## config.mk

```make
export PLATFORM = sky130hd
export DESIGN_NAME = pal_idx_cell
export DESIGN_NICKNAME = d
export VERILOG_FILES = /design/src/design/pal_idx_pkg.sv /design/src/design/pal_idx_cell.sv
export SDC_FILE = /design/constraint.sdc
export NUM_CORES = 1
export LEC_CHECK = 0
export ABC_AREA = 1
export BUFFER_PORTS_ARGS = -buffer_cell sky130_fd_sc_hd__buf_4
export CAP_MARGIN = 20
export CORE_ASPECT_RATIO = 1.75
export CORE_MARGIN = 2
export CORE_UTILIZATION = 40
export CTS_CLUSTER_DIAMETER = 50
export DETAILED_ROUTE_END_ITERATION = 6
export PLACE_DENSITY = 0.65
export SETUP_SLACK_MARGIN = 0.2
export SYNTH_ARGS = -nofsm -noshare
export SYNTH_HDL_FRONTEND = slang
export SYNTH_SLANG_ARGS = --single-unit
```

## constraint.sdc

```tcl
create_clock -name clk_i -period 4 [get_ports clk_i]
set_input_delay 0.8 -clock clk_i [delete_from_list [all_inputs] [get_ports clk_i]]
set_output_delay 0.8 -clock clk_i [all_outputs]
set_load 0.01 [all_outputs]
```

## src/design/pal_idx_pkg.sv

```systemverilog
// Package for the palette indexer: shared types, register codes and helper functions.
// Used by pal_idx_cell and palette_indexer; depends on nothing.
package pal_idx_pkg;

  localparam int unsigned MaxPaletteSize = 256;
  localparam int unsigned ColorW = 24;
  localparam int unsigned ChanW = 8;
  localparam int unsigned IndexW = 8;
  localparam int unsigned CountW = 9;
  localparam int unsigned DistW = 10;
  localparam int unsigned BppW = 4;
  localparam int unsigned CfgIdxW = 2;

  localparam logic [CfgIdxW-1:0] RegGreyscale = 2'd0;
  localparam logic [CfgIdxW-1:0] RegTranspEnable = 2'd1;
  localparam logic [CfgIdxW-1:0] RegTranspColor = 2'd2;

  localparam logic [DistW-1:0] DistMax = '1;

  // One pixel word walking down the cell chain with its running search result.
  typedef struct packed {
    logic              valid;
    logic [ColorW-1:0] color;
    logic              found;
    logic [DistW-1:0]  best_dist;
    logic [IndexW-1:0] best_idx;
  } token_t;

  // Palette write broadcast to all cells.
  typedef struct packed {
    logic              en;
    logic [IndexW-1:0] idx;
    logic [ColorW-1:0] color;
  } wr_t;

  function automatic logic [ChanW-1:0] chan_diff(input logic [ChanW-1:0] a,
                                                 input logic [ChanW-1:0] b);
    return (a > b) ? (a - b) : (b - a);
  endfunction

  function automatic logic [DistW-1:0] l1_dist(input logic [ColorW-1:0] x,
                                               input logic [ColorW-1:0] y);
    logic [DistW-1:0] dr, dg, db;
    dr = DistW'(chan_diff(x[23:16], y[23:16]));
    dg = DistW'(chan_diff(x[15:8], y[15:8]));
    db = DistW'(chan_diff(x[7:0], y[7:0]));
    return dr + dg + db;
  endfunction

  function automatic logic [BppW-1:0] bpp_of(input logic [CountW-1:0] count);
    logic [BppW-1:0] b;
    b = BppW'(8);
    for (int k = 7; k >= 1; k--) begin
      if (count <= CountW'(1 << k)) begin
        b = BppW'(k);
      end
    end
    return b;
  endfunction

endpackage

```

## src/design/pal_idx_cell.sv

```systemverilog
// One cell of the palette chain: holds one palette entry and updates the passing search word.
// Depends on pal_idx_pkg.
module pal_idx_cell #(
  parameter int unsigned PaletteSize = pal_idx_pkg::MaxPaletteSize,
  parameter int unsigned CellIdx = 0
) (
  input  logic                                 clk_i,
  input  logic                                 rst_ni,
  input  logic [$clog2(PaletteSize+1)-1:0]     count_i,
  input  pal_idx_pkg::wr_t                     wr_i,
  input  pal_idx_pkg::token_t                  tok_i,
  output pal_idx_pkg::token_t                  tok_o
);
  import pal_idx_pkg::*;

  localparam int unsigned CntW = $clog2(PaletteSize + 1);

  logic [ColorW-1:0] entry_q;
  logic              tok_valid_q;
  token_t            tok_d, tok_q;
  logic              active;
  logic [DistW-1:0]  cell_dist;

  assign active = count_i > CntW'(CellIdx);
  assign cell_dist = l1_dist(tok_i.color, entry_q);

  always_comb begin
    tok_d = tok_i;
    if (active && !tok_i.found) begin
      if (entry_q == tok_i.color) begin
        tok_d.found = 1'b1;
        tok_d.best_idx = IndexW'(CellIdx);
      end else if (cell_dist < tok_i.best_dist) begin
        tok_d.best_dist = cell_dist;
        tok_d.best_idx = IndexW'(CellIdx);
      end
    end
  end

  always_ff @(posedge clk_i or negedge rst_ni) begin
    if (!rst_ni) begin
      tok_valid_q <= 1'b0;
    end else begin
      tok_valid_q <= tok_i.valid;
    end
  end

  always_ff @(posedge clk_i) begin
    tok_q <= tok_d;
    if (wr_i.en && wr_i.idx == IndexW'(CellIdx)) begin
      entry_q <= wr_i.color;
    end
  end

  always_comb begin
    tok_o = tok_q;
    tok_o.valid = tok_valid_q;
  end

endmodule

```

==> impl_metrics.tcl, run 1 <==
set metrics [dict create \
    violations "setup timing" \
    final_net_count 1144 \
    yosys.area_share.xor_xnor 0.0301 \
    layout_cells_sized_above_1 0.418 \
    preCtsSetupSlack_ns -0.865 \
    cts_htree_levels 3 \
    netlist_cell_types 36 \
    timing.max_cap.violations 0 \
    timing.clock.skew_ns 0.00742 \
    ir_worst_vdd_mv 0.254 \
    drtPass1Iterations 4 \
    final-setup-viol-count 18 \
    path_max_fanout 8 \
    final_max_slew_viol_count 0 \
    synthTopCellsByArea "sky130_fd_sc_hd__nand2_1 18%, sky130_fd_sc_hd__dfxtp_1 16%, sky130_fd_sc_hd__ha_1 15%" \
    overflow 0 \
    io-pin-count 132 \
    place.gp.congestion 0.869 \
    antenna_found_initial 0 \
    yosys.area_share.adder 0.203 \
    run_status "finished, violations left" \
    drt-vias-per-instance 4.52 \
    wl_met1_um 4410 \
    floorplan.initialDensity 0.407 \
    coreArea_mm2 0.0129 \
    synth-seq-area-share 0.307 \
    synth-compound-area-share 0.0560 \
    portBuffers 131 \
    postSynthNetCount 900 \
    clkSinkCount 68 \
    clock_latency_ns 0.34 \
    initialDrtViolationCount 90 \
    std_cell_rows 55 \
    post_synth.cell_area_avg_um2 7.11 \
    detail_route.wl_per_cell_um 11.5 \
    die_w_um 90.5 \
    grt_setup_unrepaired "yes" \
    remaining_drc_errors 0 \
    synth_top_family_by_area "simple AND/OR/NAND/NOR gates" \
    synth.cell_area_mm2 0.00523 \
    crit_arrival_ns 4.57 \
    path_clk_slew_ns 0.06 \
    cts-root-buf "sky130_fd_sc_hd__clkbuf_16" \
    p_per_area_mw_per_mm2 412 \
    slew_headroom 0.781 \
    gr-usage-all-layers 0.184 \
    post-synth-top-area-cell "sky130_fd_sc_hd__nand2_1" \
    power.total_mw 3.43 \
    r2r_cells 29 \
    min_path_type "in -> async" \
    yosys_register_bits 68 \
    timing.final.ws_setup_ns -0.343 \
    startpoint_type "input port" \
    reg2reg_launch_point "entry_q[16]" \
    hold_slack_ns 0.231 \
    synth_largest_type_area_fraction 0.176 \
    tns_ns -5.91 \
    wire_length_of_the_first_global_routing_pass_um 21100 \
    worst-slew-pin-transition_ns 0.328 \
    drt.antenna.violating_nets 0 \
    critical_path_required_ns 4.22 \
    cts_made_buffers 9 \
    synth-warning-count 0 \
    place.detailed.hpwl_um 10100 \
    post-route-period-util 1.09 \
    tritoncts "yes" \
    met2_wirelength_um 8040 \
    worst_path_most_repeated_cell "sky130_fd_sc_hd__nand2_4" \
    max_freq_mhz 230 \
    timing.critical_path.to_type "flop" \
    area_growth_syn_to_layout_pct 58.7 \
    totalWireLength_um 13300 \
    area_share_of_and_or_nand_nor_cells_after_synthesis 0.272 \
    route.top_layer_used "met4" \
    critical_path_class "in -> reg" \
    grt_max_degree 25 \
    fin_util 0.645 \
    crit_path_max_incr_delay_ns 0.54 \
    critPathSlowestCell "sky130_fd_sc_hd__fa_1" \
    synthCells 736 \
    crit_reg_reg_endpoint "tok_o[4]" \
    first_global_vias 5103 \
    insertedDiodeCount 0 \
    met3RoutedLength_um 450 \
    fp.dieArea_mm2 0.0140 \
    power.leakage_nw 4.50 \
    clk_path_buf_depth 2 \
    regToRegSetupSlack_ns -0.22 \
    timing_hold_violations_final 0 \
    period_needed_ns 4.34 \
    synthMuxAreaShare 0 \
    route.vias.total 5228 \
    chipHeight_um 155 \
    ctsHoldBuffers 0 \
]
per-stage QoR:
step                      cells  instance area [µm²]
after floorplan             736                 5380
after global placement     1122                 7240
after detailed placement   1122                 7240
after CTS                  1143                 7750
after global routing       1156                 8300
final                      1156                 8300
cell families (layout without fill, tap and decap cells):
family          after synthesis  after routing
xor+xnor                     18             18
flops                        68             68
compound gates               50             50
simple gates                346            347
buf+inv                     178            426
fa+ha+maj                    76             76
synthesized netlist by cell type:
master                     count
sky130_fd_sc_hd__a21oi_1      25
sky130_fd_sc_hd__or2_2         2
sky130_fd_sc_hd__buf_2         6
sky130_fd_sc_hd__inv_1       167
sky130_fd_sc_hd__a21o_1        2
sky130_fd_sc_hd__nor2_1       42
sky130_fd_sc_hd__nand4_1       7
sky130_fd_sc_hd__dfxtp_1      43
sky130_fd_sc_hd__a31oi_1       1
sky130_fd_sc_hd__nand2_1     245
sky130_fd_sc_hd__o21bai_1      2
sky130_fd_sc_hd__nand3_4       1
sky130_fd_sc_hd__nand3_2       1
sky130_fd_sc_hd__o21ai_2       1
sky130_fd_sc_hd__clkbuf_2      1
sky130_fd_sc_hd__nand2_2       1
sky130_fd_sc_hd__o21ai_1       2
sky130_fd_sc_hd__and2_0        1
sky130_fd_sc_hd__nor2_4        2
sky130_fd_sc_hd__edfxtp_1     24
sky130_fd_sc_hd__nand3_1      39
sky130_fd_sc_hd__nand3b_1      1
sky130_fd_sc_hd__buf_4         1
sky130_fd_sc_hd__fa_1         15
sky130_fd_sc_hd__dfrtp_1       1
sky130_fd_sc_hd__inv_2         2
sky130_fd_sc_hd__a21oi_4       1
sky130_fd_sc_hd__nor2_2        3
sky130_fd_sc_hd__ha_1         61
sky130_fd_sc_hd__o21a_1        5
sky130_fd_sc_hd__nor4_1        1
sky130_fd_sc_hd__xnor2_1       3
sky130_fd_sc_hd__a21oi_2       1
sky130_fd_sc_hd__xor2_1       15
sky130_fd_sc_hd__buf_6         1
sky130_fd_sc_hd__o21ai_0      10
worst max-delay path by stage:
stage,slack [ns],startpoint,end,depth (start not counted)
6_report,-0.34,tok_i[35],tok_o[4],30
5_1_grt,-0.57,tok_i[32],tok_o[6],25
4_1_cts,-0.36,tok_i[19],tok_o[7],30
3_5_place_dp,-0.87,tok_i[35],tok_o[4],33
3_3_place_gp,-0.81,tok_i[35],tok_o[3],33
2_1_floorplan,-0.32,tok_i[19],tok_o[8],30
where the power goes:
part	internal [mW]	leakage (nW)	switching, mW
combinational	0.829	3.75	0.900
clock	0.565	0.160	0.306
sequential	0.805	0.590	0.0202
total	2.20	4.50	1.23
layout make-up:
| type | count | area (µm²) |
|---|---|---|
| multi-input cells | 491 | 3650 |
| fillers | 1105 | 4560 |
| flip-flops and latches | 68 | 1610 |
| repair buffers | 241 | 1850 |
| well taps | 171 | 214 |
| clock buffers | 11 | 243 |
| clock inverters | 5 | 83.8 |
| inverters | 169 | 657 |
registers in the layout (all words and copies together), names as in the netlist:
register	flops
entry_q	24
tok_o	43
tok_valid_q	1
per-layer routing:
layer,vias to the layer above,track usage
li1,2704,-
met1,2388,0.166
met2,106,0.381
met3,30,0.0358
met4,0,0.0813
met5,-,0
worst max-delay path: cells and delay by family:
family	cells	cell delay [ns]
adders and majority gates	5	1.56
buffers and inverters	7	0.45
and+or+nand+nor	14	1.13
AOI/OAI and AO/OA	4	0.64
timing repair:
action | CTS | global route
buffers inserted | 5 | 12
cloned | 0 | 1
resized for setup | 33 | 124
pin swaps | 21 | 61
endpoints found under the setup margin | 18 | 18
layout by cell type (no fill, tap or decap), drive strengths merged, types with 24 or more instances in the layout:
| cell type | instances |
|---|---|
| a21oi | 27 |
| buf | 241 |
| dfxtp | 43 |
| edfxtp | 24 |
| ha | 61 |
| inv | 169 |
| nand2 | 246 |
| nand3 | 42 |
| nor2 | 47 |
Note: power is estimated with default switching activity, not from simulation.
==> run 2, diff against run 1 <==
--- a/config.mk
+++ b/config.mk
@@ -13,7 +13,6 @@
 export CORE_UTILIZATION = 40
 export CTS_CLUSTER_DIAMETER = 50
 export DETAILED_ROUTE_END_ITERATION = 6
-export PLACE_DENSITY = 0.65
 export SETUP_SLACK_MARGIN = 0.2
 export SYNTH_ARGS = -nofsm -noshare
 export SYNTH_HDL_FRONTEND = slang
==> constraint.sdc (replaced) <==
create_clock -name clk_i -period 5.09 [get_ports clk_i]
set_input_delay 1.018 -clock clk_i [delete_from_list [all_inputs] [get_ports clk_i]]
set_output_delay 1.018 -clock clk_i [all_outputs]
set_load 0.01 [all_outputs]
==> run 2 against run 1 <==
The run now ends clean. Setup slack better by 0.68 ns. First-iteration DRC count grew 96%. Sequential power fell by 21%. Clock power decreased by 25%. Critical path depth is 2 higher. Final cell count is 4.7% lower. Non-clock buffer count decreased by 54. Flip-flop and latch count did not move. Clock skew is 0.0033 ns higher. Power decreased by 23%. Die area unchanged. Critical endpoint is now tok_o[0].
==> impl_metrics.tcl, run 2 (synthesized netlist as in run 1, its figures left out) <==
set metrics [dict create \
    run_status "finished clean" \
    slew_headroom 0.783 \
    critPathSlowestCell "sky130_fd_sc_hd__fa_1" \
    p_per_area_mw_per_mm2 349 \
    final_net_count 1090 \
    totalWireLength_um 13000 \
    insertedDiodeCount 0 \
    ir_worst_vdd_mv 0.195 \
    grt_max_degree 25 \
    timing.max_cap.violations 0 \
    place.detailed.hpwl_um 10300 \
    overflow 0 \
    worst-slew-pin-transition_ns 0.324 \
    post-place-cells 1076 \
    initialDrtViolationCount 176 \
    multi_input_area_mm2 0.00336 \
    path_clk_slew_ns 0.05 \
    post-route-period-util 0.934 \
    period_needed_ns 4.76 \
    coreArea_mm2 0.0129 \
    r2r_cells 30 \
    fill_cells 1182 \
    clock_latency_ns 0.34 \
    grt_setup_unrepaired "no" \
    area.sequential_mm2 0.00161 \
    clk_path_buf_depth 2 \
    leading_cell_type_in_the_layout_fill_and_taps_excluded "sky130_fd_sc_hd__nand2_1" \
    regToRegSetupSlack_ns 0.75 \
    swShare 0.357 \
    layout_cells_sized_above_1 0.323 \
    timing.critical_path.to_type "flop" \
    cts-root-buf "sky130_fd_sc_hd__clkbuf_16" \
    max_freq_mhz 210 \
    cts_made_buffers 9 \
    tritoncts "yes" \
    final_max_slew_viol_count 0 \
    chipHeight_um 155 \
    reg2reg_launch_point "entry_q[0]" \
    wire_length_of_the_first_global_routing_pass_um 20600 \
    power.net_switching_uw 942 \
    tns_ns 0 \
    clkSinkCount 68 \
    dpl_cell_area_mm2 0.00674 \
    final-setup-viol-count 0 \
    crit_path_max_incr_delay_ns 0.55 \
    path_max_fanout 8 \
    final_instance_count_excl_fillers 1102 \
    p_comb_frac 0.506 \
    crit_reg_reg_endpoint "tok_o[0]" \
    timing_hold_violations_final 0 \
    clockPowerShare 0.248 \
    cts_htree_levels 3 \
    critical_path_class "in -> reg" \
    crit_arrival_ns 4.97 \
    drt-vias-per-instance 4.58 \
    power.leakage_nw 4.17 \
    floorplan.initialDensity 0.407 \
    power.internal_mw 1.70 \
    route.vias.total 5043 \
    drt.antenna.violating_nets 0 \
    portBuffers 131 \
    sequentialPowerShare 0.246 \
    first_global_vias 4958 \
    fp.dieArea_mm2 0.0140 \
    area_growth_syn_to_layout_pct 44.5 \
    largest_reg_flops 43 \
    antenna_found_initial 0 \
    detail_route.wl_per_cell_um 11.8 \
    hold_slack_ns 0.450 \
    place.gp.congestion 0.935 \
    die_w_um 90.5 \
    design_area_mm2 0.00756 \
    critical_path_required_ns 5.30 \
    worst_path_most_repeated_cell "sky130_fd_sc_hd__nand2_2" \
    startpoint_type "input port" \
    remaining_drc_errors 0 \
    timing.clock.skew_ns 0.0107 \
    min_path_type "in -> async" \
    std_cell_rows 55 \
    io-pin-count 132 \
    ctsHoldBuffers 0 \
    drtPass1Iterations 6 \
    gr-usage-all-layers 0.179 \
    layout_common_cells "208 x sky130_fd_sc_hd__nand2_1, 180 x sky130_fd_sc_hd__buf_4, 151 x sky130_fd_sc_hd__inv_1" \
]
run 2: cell count changes in the layout (fill, tap and decap cells not counted), sizes merged:
cell,before,now
clkinvlp,0,1
clkinv,3,2
buf,241,187
run 2: worst max-delay path by stage:
stage / from / to / slack [ns]
finish: tok_i[19] / tok_o[0] / 0.33
CTS: tok_i[35] / tok_o[16] / 0.20
floorplan: tok_i[19] / tok_o[17] / 0.22
detailed placement: tok_i[35] / tok_o[16] / -0.24
global placement: tok_i[35] / tok_o[15] / -0.09
global route: tok_i[35] / tok_o[0] / 0.15
run 2: per-stage QoR:
step | worst slack [ns] | power [mW] | util
2_1_floorplan | 0.219 | 1.23 | -
3_3_place_gp | -0.0949 | 1.62 | 0.524
3_5_place_dp | -0.237 | 1.64 | 0.524
4_1_cts | 0.197 | 2.31 | 0.549
5_1_grt | 0.145 | 2.81 | 0.588
6_report | 0.335 | 2.64 | 0.588
run 2: routing by layer:
| metal | global-route usage | share of wire |
|---|---|---|
| met5 | 0 | 0 |
| met4 | 0.0806 | 0.026 |
| met3 | 0.0334 | 0.036 |
| met2 | 0.359 | 0.58 |
| met1 | 0.172 | 0.36 |
run 2: final cells by class:
| cell class | instances | share of cell area |
|---|---|---|
| timing repair buffer | 187 | 0.189 |
| multi-input combinational | 491 | 0.444 |
| tap | 171 | 0.0283 |
| inverter | 169 | 0.0849 |
| clock inverter | 5 | 0.0101 |
| clock buffer | 11 | 0.0308 |
| sequential | 68 | 0.212 |
run 2: what timing repair did:
action,CTS,global route
cloned,0,1
pin swaps,0,50
setup endpoints to repair,10,18
gates resized for setup,2,110
buffers inserted,0,9
run 2: power groups by stage:
stage / sequential (mW) / combinational, mW / clock [mW]
2_1_floorplan: 0.698 / 0.537 / 0
3_3_place_gp: 0.661 / 0.960 / 0
3_5_place_dp: 0.661 / 0.984 / 0
4_1_cts: 0.649 / 0.996 / 0.668
5_1_grt: 0.656 / 1.46 / 0.692
6_report: 0.649 / 1.34 / 0.653
run 2: critical path: cells and delay by family:
| family | cells | cell delay, ns |
|---|---|---|
| AND/OR/NAND/NOR | 14 | 1.11 |
| XOR/XNOR | 1 | 0.17 |
| AO/OA/AOI/OAI | 2 | 0.42 |
| buffers and inverters | 10 | 0.65 |
| adder cells (fa/ha/maj) | 5 | 1.56 |
